File: config.mk
export PLATFORM = sky130hd
export DESIGN_NAME = sha1_message_hash
export DESIGN_NICKNAME = d
export VERILOG_FILES = /design/src/rtl/sha1_pkg.sv /design/src/rtl/sha1_message_hash.sv /design/src/rtl/sha1_datapath.sv /design/src/rtl/sha1_control.sv
export SDC_FILE = /design/constraint.sdc
export NUM_CORES = 2
export LEC_CHECK = 0
export BUFFER_PORTS_ARGS = -buffer_cell sky130_fd_sc_hd__buf_2
export CAP_MARGIN = 30
export CORE_MARGIN = 4
export CORE_UTILIZATION = 40
export CTS_CLUSTER_SIZE = 10
export DETAILED_ROUTE_END_ITERATION = 10
export PLACE_DENSITY = 0.64
export REMOVE_ABC_BUFFERS = 1
export SLEW_MARGIN = 40
export SYNTH_ARGS = -nofsm -noshare
export SYNTH_HDL_FRONTEND = slang
export SYNTH_SLANG_ARGS = --single-unit
export TNS_END_PERCENT = 50
File: constraint.sdc
create_clock -name clk -period 7.9 [get_ports clk]
set_input_delay 1.185 -clock clk [delete_from_list [all_inputs] [get_ports clk]]
set_output_delay 1.185 -clock clk [all_outputs]
set_load 0.005 [all_outputs]
File: src/rtl/sha1_pkg.sv
// Shared types, constants and helper functions for the SHA-1 message hash.
package sha1_pkg;

	localparam logic [31:0] H0 = 32'h67452301;
	localparam logic [31:0] H1 = 32'hefcdab89;
	localparam logic [31:0] H2 = 32'h98badcfe;
	localparam logic [31:0] H3 = 32'h10325476;
	localparam logic [31:0] H4 = 32'hc3d2e1f0;
	localparam logic [7:0] PAD_BYTE = 8'h80;
	localparam int ROUNDS = 80;

	typedef enum logic [1:0] {
		OP_START  = 2'd0,
		OP_APPEND = 2'd1,
		OP_FINISH = 2'd2,
		OP_NONE   = 2'd3
	} op_t;

	typedef struct packed {
		logic [1:0]  operation;
		logic [31:0] data_word;
		logic [1:0]  valid_bytes;
	} in_item_t;

	typedef struct packed {
		logic [31:0] digest_word;
		logic [2:0]  word_index;
		logic        last_word;
	} out_item_t;

	// Commands from the controller to the datapath.
	typedef struct packed {
		logic        init;        // load initial chaining values, clear counts
		logic        store_word;  // write wr_data at current word position
		logic        pad_fill;    // write pad word and zero the rest of the block
		logic        zero_low;    // zero words 0..13 (second padding block)
		logic        put_length;  // write the bit length into words 14 and 15
		logic        comp_start;  // load working vars from chaining values
		logic        comp_round;  // run one round
		logic        comp_end;    // chaining add
		logic        count_block; // count one message block, clear position
		logic        advance_pos; // word position plus one
		logic [31:0] wr_data;
		logic [1:0]  valid_bytes;
		logic [2:0]  out_sel;
	} dp_cmd_t;

	typedef struct packed {
		logic [3:0]  position;
		logic        last_round;
		logic [31:0] out_word;
	} dp_status_t;

	function automatic logic [31:0] rotl(input logic [31:0] x, input int n);
		rotl = (x << n) | (x >> (32 - n));
	endfunction

	function automatic logic [31:0] init_value(input logic [2:0] i);
		unique case (i)
			3'd0: init_value = H0;
			3'd1: init_value = H1;
			3'd2: init_value = H2;
			3'd3: init_value = H3;
			default: init_value = H4;
		endcase
	endfunction

endpackage

File: src/rtl/sha1_message_hash.sv
// Top level of the SHA-1 message hash: controller plus datapath.
//
//   channel | direction | payload
//   in      | input     | in_item_t: operation, data_word, valid_bytes
//   out     | output    | out_item_t: digest_word, word_index, last_word
//
// Start and most append transactions leave the controller idle. The sixteenth
// word of a block runs the compression, one round per cycle in the datapath.
// A finish runs one or two compressions, then presents five digest words,
// each held until taken. Reset restores the initial chaining values.
module sha1_message_hash (
	input  logic                clk,
	input  logic                arst_n,
	input  logic                in_valid,
	output logic                in_ready,
	input  sha1_pkg::in_item_t  in_item,
	output logic                out_valid,
	input  logic                out_ready,
	output sha1_pkg::out_item_t out_item
);
	import sha1_pkg::*;

	dp_cmd_t    cmd;
	dp_status_t status;

	sha1_control u_control (
		.clk, .arst_n, .in_valid, .in_ready, .in_item,
		.out_valid, .out_ready, .out_item, .cmd, .status
	);

	sha1_datapath u_datapath (.clk, .arst_n, .cmd, .status);

endmodule

File: src/rtl/sha1_datapath.sv
// Datapath: chaining values, schedule, working variables and counters.
module sha1_datapath (
	input  logic                 clk,
	input  logic                 arst_n,
	input  sha1_pkg::dp_cmd_t    cmd,
	output sha1_pkg::dp_status_t status
);
	import sha1_pkg::*;

	logic [31:0] chain_q [5];
	logic [31:0] sched_q [16];
	logic [31:0] a_q, b_q, c_q, d_q, e_q;
	logic [3:0]  pos_q;
	logic [6:0]  round_q;
	logic [54:0] blocks_q;

	logic [31:0] w_new, w_cur, f, k, tmp, pad_word;
	logic [63:0] bit_len;
	logic [3:0]  t4;

	assign t4 = round_q[3:0];
	assign w_new = rotl(sched_q[t4 + 4'd13] ^ sched_q[t4 + 4'd8] ^ sched_q[t4 + 4'd2]
		^ sched_q[t4], 1);
	assign w_cur = (round_q >= 7'd16) ? w_new : sched_q[t4];

	always_comb begin
		if (round_q < 7'd20) begin
			f = (b_q & c_q) | (~b_q & d_q);
			k = 32'h5a827999;
		end else if (round_q < 7'd40) begin
			f = b_q ^ c_q ^ d_q;
			k = 32'h6ed9eba1;
		end else if (round_q < 7'd60) begin
			f = (b_q & c_q) | (b_q & d_q) | (c_q & d_q);
			k = 32'h8f1bbcdc;
		end else begin
			f = b_q ^ c_q ^ d_q;
			k = 32'hca62c1d6;
		end
	end
	assign tmp = rotl(a_q, 5) + f + e_q + k + w_cur;

	always_comb begin
		unique case (cmd.valid_bytes)
			2'd0: pad_word = {PAD_BYTE, 24'd0};
			2'd1: pad_word = {cmd.wr_data[31:24], PAD_BYTE, 16'd0};
			2'd2: pad_word = {cmd.wr_data[31:16], PAD_BYTE, 8'd0};
			default: pad_word = {cmd.wr_data[31:8], PAD_BYTE};
		endcase
	end
	assign bit_len = {blocks_q, 9'd0} + {55'd0, pos_q, cmd.valid_bytes, 3'd0};

	always_ff @(posedge clk or negedge arst_n) begin
		if (!arst_n) begin
			for (int i = 0; i < 5; i++) chain_q[i] <= init_value(3'(i));
			pos_q    <= '0;
			round_q  <= '0;
			blocks_q <= '0;
		end else begin
			if (cmd.init) begin
				for (int i = 0; i < 5; i++) chain_q[i] <= init_value(3'(i));
				pos_q    <= '0;
				blocks_q <= '0;
			end
			if (cmd.advance_pos) pos_q <= pos_q + 4'd1;
			if (cmd.count_block) begin
				pos_q    <= '0;
				blocks_q <= blocks_q + 55'd1;
			end
			if (cmd.comp_start) round_q <= '0;
			if (cmd.comp_round) round_q <= round_q + 7'd1;
			if (cmd.comp_end) begin
				chain_q[0] <= chain_q[0] + a_q;
				chain_q[1] <= chain_q[1] + b_q;
				chain_q[2] <= chain_q[2] + c_q;
				chain_q[3] <= chain_q[3] + d_q;
				chain_q[4] <= chain_q[4] + e_q;
				round_q    <= '0;
			end
		end
	end

	always_ff @(posedge clk) begin
		// The length words take precedence over the zero fill of the padding block.
		for (int i = 0; i < 16; i++) begin
			if (cmd.put_length && i >= 14) begin
				sched_q[i] <= (i == 14) ? bit_len[63:32] : bit_len[31:0];
			end else if (cmd.zero_low && i < 14) begin
				sched_q[i] <= '0;
			end else if (cmd.pad_fill && 4'(i) == pos_q) begin
				sched_q[i] <= pad_word;
			end else if (cmd.pad_fill && 4'(i) > pos_q) begin
				sched_q[i] <= '0;
			end else if (cmd.store_word && 4'(i) == pos_q) begin
				sched_q[i] <= cmd.wr_data;
			end else if (cmd.comp_round && round_q >= 7'd16 && 4'(i) == t4) begin
				sched_q[i] <= w_new;
			end
		end
		if (cmd.comp_start) begin
			a_q <= chain_q[0];
			b_q <= chain_q[1];
			c_q <= chain_q[2];
			d_q <= chain_q[3];
			e_q <= chain_q[4];
		end
		if (cmd.comp_round) begin
			e_q <= d_q;
			d_q <= c_q;
			c_q <= rotl(b_q, 30);
			b_q <= a_q;
			a_q <= tmp;
		end
	end

	assign status.position   = pos_q;
	assign status.last_round = (round_q == 7'(ROUNDS - 1));
	assign status.out_word   = chain_q[(cmd.out_sel > 3'd4) ? 3'd4 : cmd.out_sel];

endmodule

File: src/rtl/sha1_control.sv
// Controller: sequences word stores, padding, compressions and digest output.
module sha1_control (
	input  logic                  clk,
	input  logic                  arst_n,
	input  logic                  in_valid,
	output logic                  in_ready,
	input  sha1_pkg::in_item_t    in_item,
	output logic                  out_valid,
	input  logic                  out_ready,
	output sha1_pkg::out_item_t   out_item,
	output sha1_pkg::dp_cmd_t     cmd,
	input  sha1_pkg::dp_status_t  status
);
	import sha1_pkg::*;

	typedef enum logic [2:0] {
		S_IDLE, S_LOAD, S_ROUND, S_ADD, S_EMIT
	} state_t;

	state_t      state_q;
	logic        finish_q;   // compression belongs to a finish transaction
	logic        second_q;   // another padding block follows this compression
	logic [31:0] data_q;
	logic [1:0]  vb_q;
	logic [2:0]  idx_q;
	logic        fire;

	assign in_ready = (state_q == S_IDLE);
	assign fire = in_valid && in_ready;

	always_comb begin
		cmd = '0;
		cmd.wr_data     = fire ? in_item.data_word : data_q;
		cmd.valid_bytes = fire ? in_item.valid_bytes : vb_q;
		cmd.out_sel     = idx_q;
		unique case (state_q)
			S_IDLE: begin
				if (fire) begin
					unique case (op_t'(in_item.operation))
						OP_START: cmd.init = 1'b1;
						OP_APPEND: begin
							cmd.store_word  = 1'b1;
							cmd.advance_pos = (status.position != 4'd15);
						end
						OP_FINISH: begin
							cmd.pad_fill   = 1'b1;
							cmd.put_length = (status.position < 4'd14);
						end
						default: ;
					endcase
				end
			end
			S_LOAD:  cmd.comp_start = 1'b1;
			S_ROUND: cmd.comp_round = 1'b1;
			S_ADD: begin
				cmd.comp_end = 1'b1;
				if (second_q) begin
					cmd.zero_low   = 1'b1;
					cmd.put_length = 1'b1;
				end
				cmd.count_block = !finish_q;
			end
			S_EMIT: cmd.init = out_ready && (idx_q == 3'd4);
			default: ;
		endcase
	end

	always_ff @(posedge clk or negedge arst_n) begin
		if (!arst_n) begin
			state_q  <= S_IDLE;
			finish_q <= 1'b0;
			second_q <= 1'b0;
			data_q   <= '0;
			vb_q     <= '0;
			idx_q    <= '0;
		end else begin
			unique case (state_q)
				S_IDLE: begin
					if (fire) begin
						data_q <= in_item.data_word;
						vb_q   <= in_item.valid_bytes;
						if (in_item.operation == OP_APPEND && status.position == 4'd15) begin
							finish_q <= 1'b0;
							second_q <= 1'b0;
							state_q  <= S_LOAD;
						end else if (in_item.operation == OP_FINISH) begin
							finish_q <= 1'b1;
							second_q <= (status.position >= 4'd14);
							state_q  <= S_LOAD;
						end
					end
				end
				S_LOAD: state_q <= S_ROUND;
				S_ROUND: if (status.last_round) state_q <= S_ADD;
				S_ADD: begin
					if (second_q) begin
						second_q <= 1'b0;
						state_q  <= S_LOAD;
					end else if (finish_q) begin
						idx_q   <= '0;
						state_q <= S_EMIT;
					end else begin
						state_q <= S_IDLE;
					end
				end
				S_EMIT: begin
					if (out_ready) begin
						idx_q <= idx_q + 3'd1;
						if (idx_q == 3'd4) state_q <= S_IDLE;
					end
				end
				default: state_q <= S_IDLE;
			endcase
		end
	end

	assign out_valid            = (state_q == S_EMIT);
	assign out_item.digest_word = status.out_word;
	assign out_item.word_index  = idx_q;
	assign out_item.last_word   = (idx_q == 3'd4);

endmodule

==> results.ini <==
[grt]
overflow=0
grt_pass1_wl_um=354000
gr-usage-met1_pct=35.8
track_usage_pct=27.9
grtUsageMet3_pct=8.85
antenna_found_initial=9
grt_use_met2_pct=42.5
grt_max_degree=134
busiest_layer=met2
grt_pass1_vias=52447

[timing]
finalMaxSlewViolations=0
fin_crit_ns=7.45
fin_setup_tns_ns=0
relSlewSlack_pct=36.1
fin_crit_sh_pct=94.3
rsz0062_at_grt=no
fin_skew_ns=0.0212
clock.fmax_ghz=0.134
hold_violations=0
worst_slew_pin_slew_ns=0.958
setup_viol=0

[drt]
drc_errors=0
firstDrtPassIters=7
routed_via_density=6.70
drt_wl_total_um=243000
antenna_left=0
avgRoutedWirePerCell_um=30.2
via_count=53961
drt_iter0_markers=7571

[clock_network]
cts_resized=0
cts_setup_buffers=0
postCtsHoldBufs=0
cts_sinks=940
cts_inserted_buffers=110
htree_levels=3
clk_path_buf_depth=3
cts-root-buf=clkbuf_16
cts.clk_slew.worst_paths_ns=0.06
cts_tree=done
clock_latency_ns=0.76

[critical_path]
cp-end-kind=flop
crit_fanout=83
rr_startpoint=u_datapath.round_q[0]
r2r_slack_ns=0.45
critPathRequiredTime_ns=8.38
cp-start-kind=flop
slowest_stage=fa_1
cp_cell_sequence=buf_12, buf_16, mux4_2, mux4_2, xnor2_1, xnor2_1, mux2i_1, fa_1, inv_1, fa_1, inv_1, ha_1, a21o_1, a311o_1, o22a_1, a211o_1, a221o_1, o211ai_2, o2111ai_1, a21oi_1, xor2_1, o21ai_1
critPathArrivalTime_ns=7.92
reg2reg_to=u_datapath.a_q[30]
cp_slowest_stage_delay_ns=0.60
path_class=reg -> reg
r2r_cells=22

[floorplanning]
fp.coreArea_sq_um=163000
die_h_um=413
initial_utilization_pct=40.3
num_rows=148
dieArea_sq_um=171000
die_x_um=413
ios=78

[layout]
drive_gt1_share_pct=18.6
areaGrowthSynthToFinish_pct=10.7
layout.nets=6149
stdcell_count=8054
most-common-layout-cells=nand2_1, edfxtp_1, mux4_2

[synth]
synth_flop_cell=edfxtp_1
async_reset_ff_share_pct=28.5
yosys_register_bits=940
synth-edff-count=672
syn_inst=5831
ys_seq_area_share_pct=41.1
syn_avg_cell_area_sq_um=11.2
synth_area_sq_um=65600
yosysWarnings=0
synth_cell_types=81

[placed_design]
globalplace.congestion=0.989
hpwl_um=160000
port_buffers=77
dpl.cell_count=7838

[job]
drv_cap=0

[hold_path]
hp-class=in -> async

[outcome]
status=completed

[state kept, by name, summed over array words and instances (netlist names), 4 cells and up]
register and cells:
u_control.data_q 32, u_datapath.a_q 32, u_datapath.b_q 32, u_datapath.blocks_q 55, u_datapath.c_q 32, u_datapath.chain_q 160
u_datapath.d_q 32, u_datapath.e_q 32, u_datapath.pos_q 4, u_datapath.round_q 7, u_datapath.sched_q 512
[logic make-up (layout without fill, tap and decap cells)]
kind of cell | count (synthesis) | after routing | share of synthesized area (%)
compound gates | 1565 | 1565 | 15.1
simple gates | 1306 | 1306 | 8.64
flops | 940 | 940 | 41.1
buf+inv | 727 | 771 | 4.60
mux | 704 | 704 | 19.3
fa+ha+maj | 331 | 331 | 7.74
xor+xnor | 258 | 258 | 3.46
other cells | 0 | 4 | 0
[routing by layer]
| metal | up-vias | wire length (um) |
|---|---|---|
| met3 | 885 | 32300 |
| met2 | 4010 | 107000 |
| met1 | 26726 | 88100 |
| li1 | 22334 | - |
| met5 | - | 51 |
| met4 | 6 | 15300 |
[cell usage after synthesis (188+ instances only)]
cell type	count	area [sq um]
inv_1	275	1030
mux2i_1	227	2270
a21oi_1	350	1750
o21ai_0	288	1440
dfrtp_1	188	4700
edfxtp_1	672	20200
mux4_2	448	10100
nand2_1	679	2550
o22ai_1	444	2780
clkbuf_1	270	1010
nor2_1	233	875
ha_1	206	2580
[final cells by class]
cell class	instances	area (sq um)
Sequential cell	940	27000
Multi-Input combinational cell	4164	36100
Antenna cell	4	10.0
Timing Repair Buffer	281	2260
Fill cell	14964	90300
Inverter	281	1060
Clock inverter	10	108
Clock buffer	199	3320
Tap cell	2175	2720
[worst max path at each step]
stage                          startpoint            endpoint  slack (ns)  depth (start not counted)
finish              u_datapath.round_q[0]  u_datapath.a_q[30]        0.45                         22
global route        u_datapath.round_q[0]  u_datapath.a_q[30]        0.08                         22
CTS                 u_datapath.round_q[0]  u_datapath.a_q[30]        0.56                         21
detailed placement  u_datapath.round_q[0]  u_datapath.a_q[30]        0.57                         21
global placement    u_datapath.round_q[0]  u_datapath.a_q[30]        0.59                         21
floorplan           u_datapath.round_q[0]  u_datapath.a_q[30]      -14.17                         22
[stage by stage]
stage | hold WS (ns) | area [sq um] | utilization (%) | worst slack, ns
after floorplan | 0.453 | 63600 | - | -14.17
after global placement | 0.476 | 68600 | 42.1 | 0.592
after detailed placement | 0.485 | 69000 | 42.4 | 0.575
after CTS | 0.441 | 72400 | 44.5 | 0.557
after global routing | 0.258 | 72600 | 44.6 | 0.0825
final | 0.276 | 72600 | 44.6 | 0.452
[worst max-delay path, delay by kind of cell, from the launching register on]
family / cells / cell delay, ns
flip-flops: 1 / 0.47
buffers and inverters: 4 / 0.83
adder cells (fa/ha/maj): 3 / 1.38
multiplexers: 3 / 1.39
AO/OA/AOI/OAI: 9 / 2.27
XOR/XNOR: 3 / 0.69
Power is not shown: default switching activity piles up to over one toggle a cycle in this logic, so the estimate is an artifact.
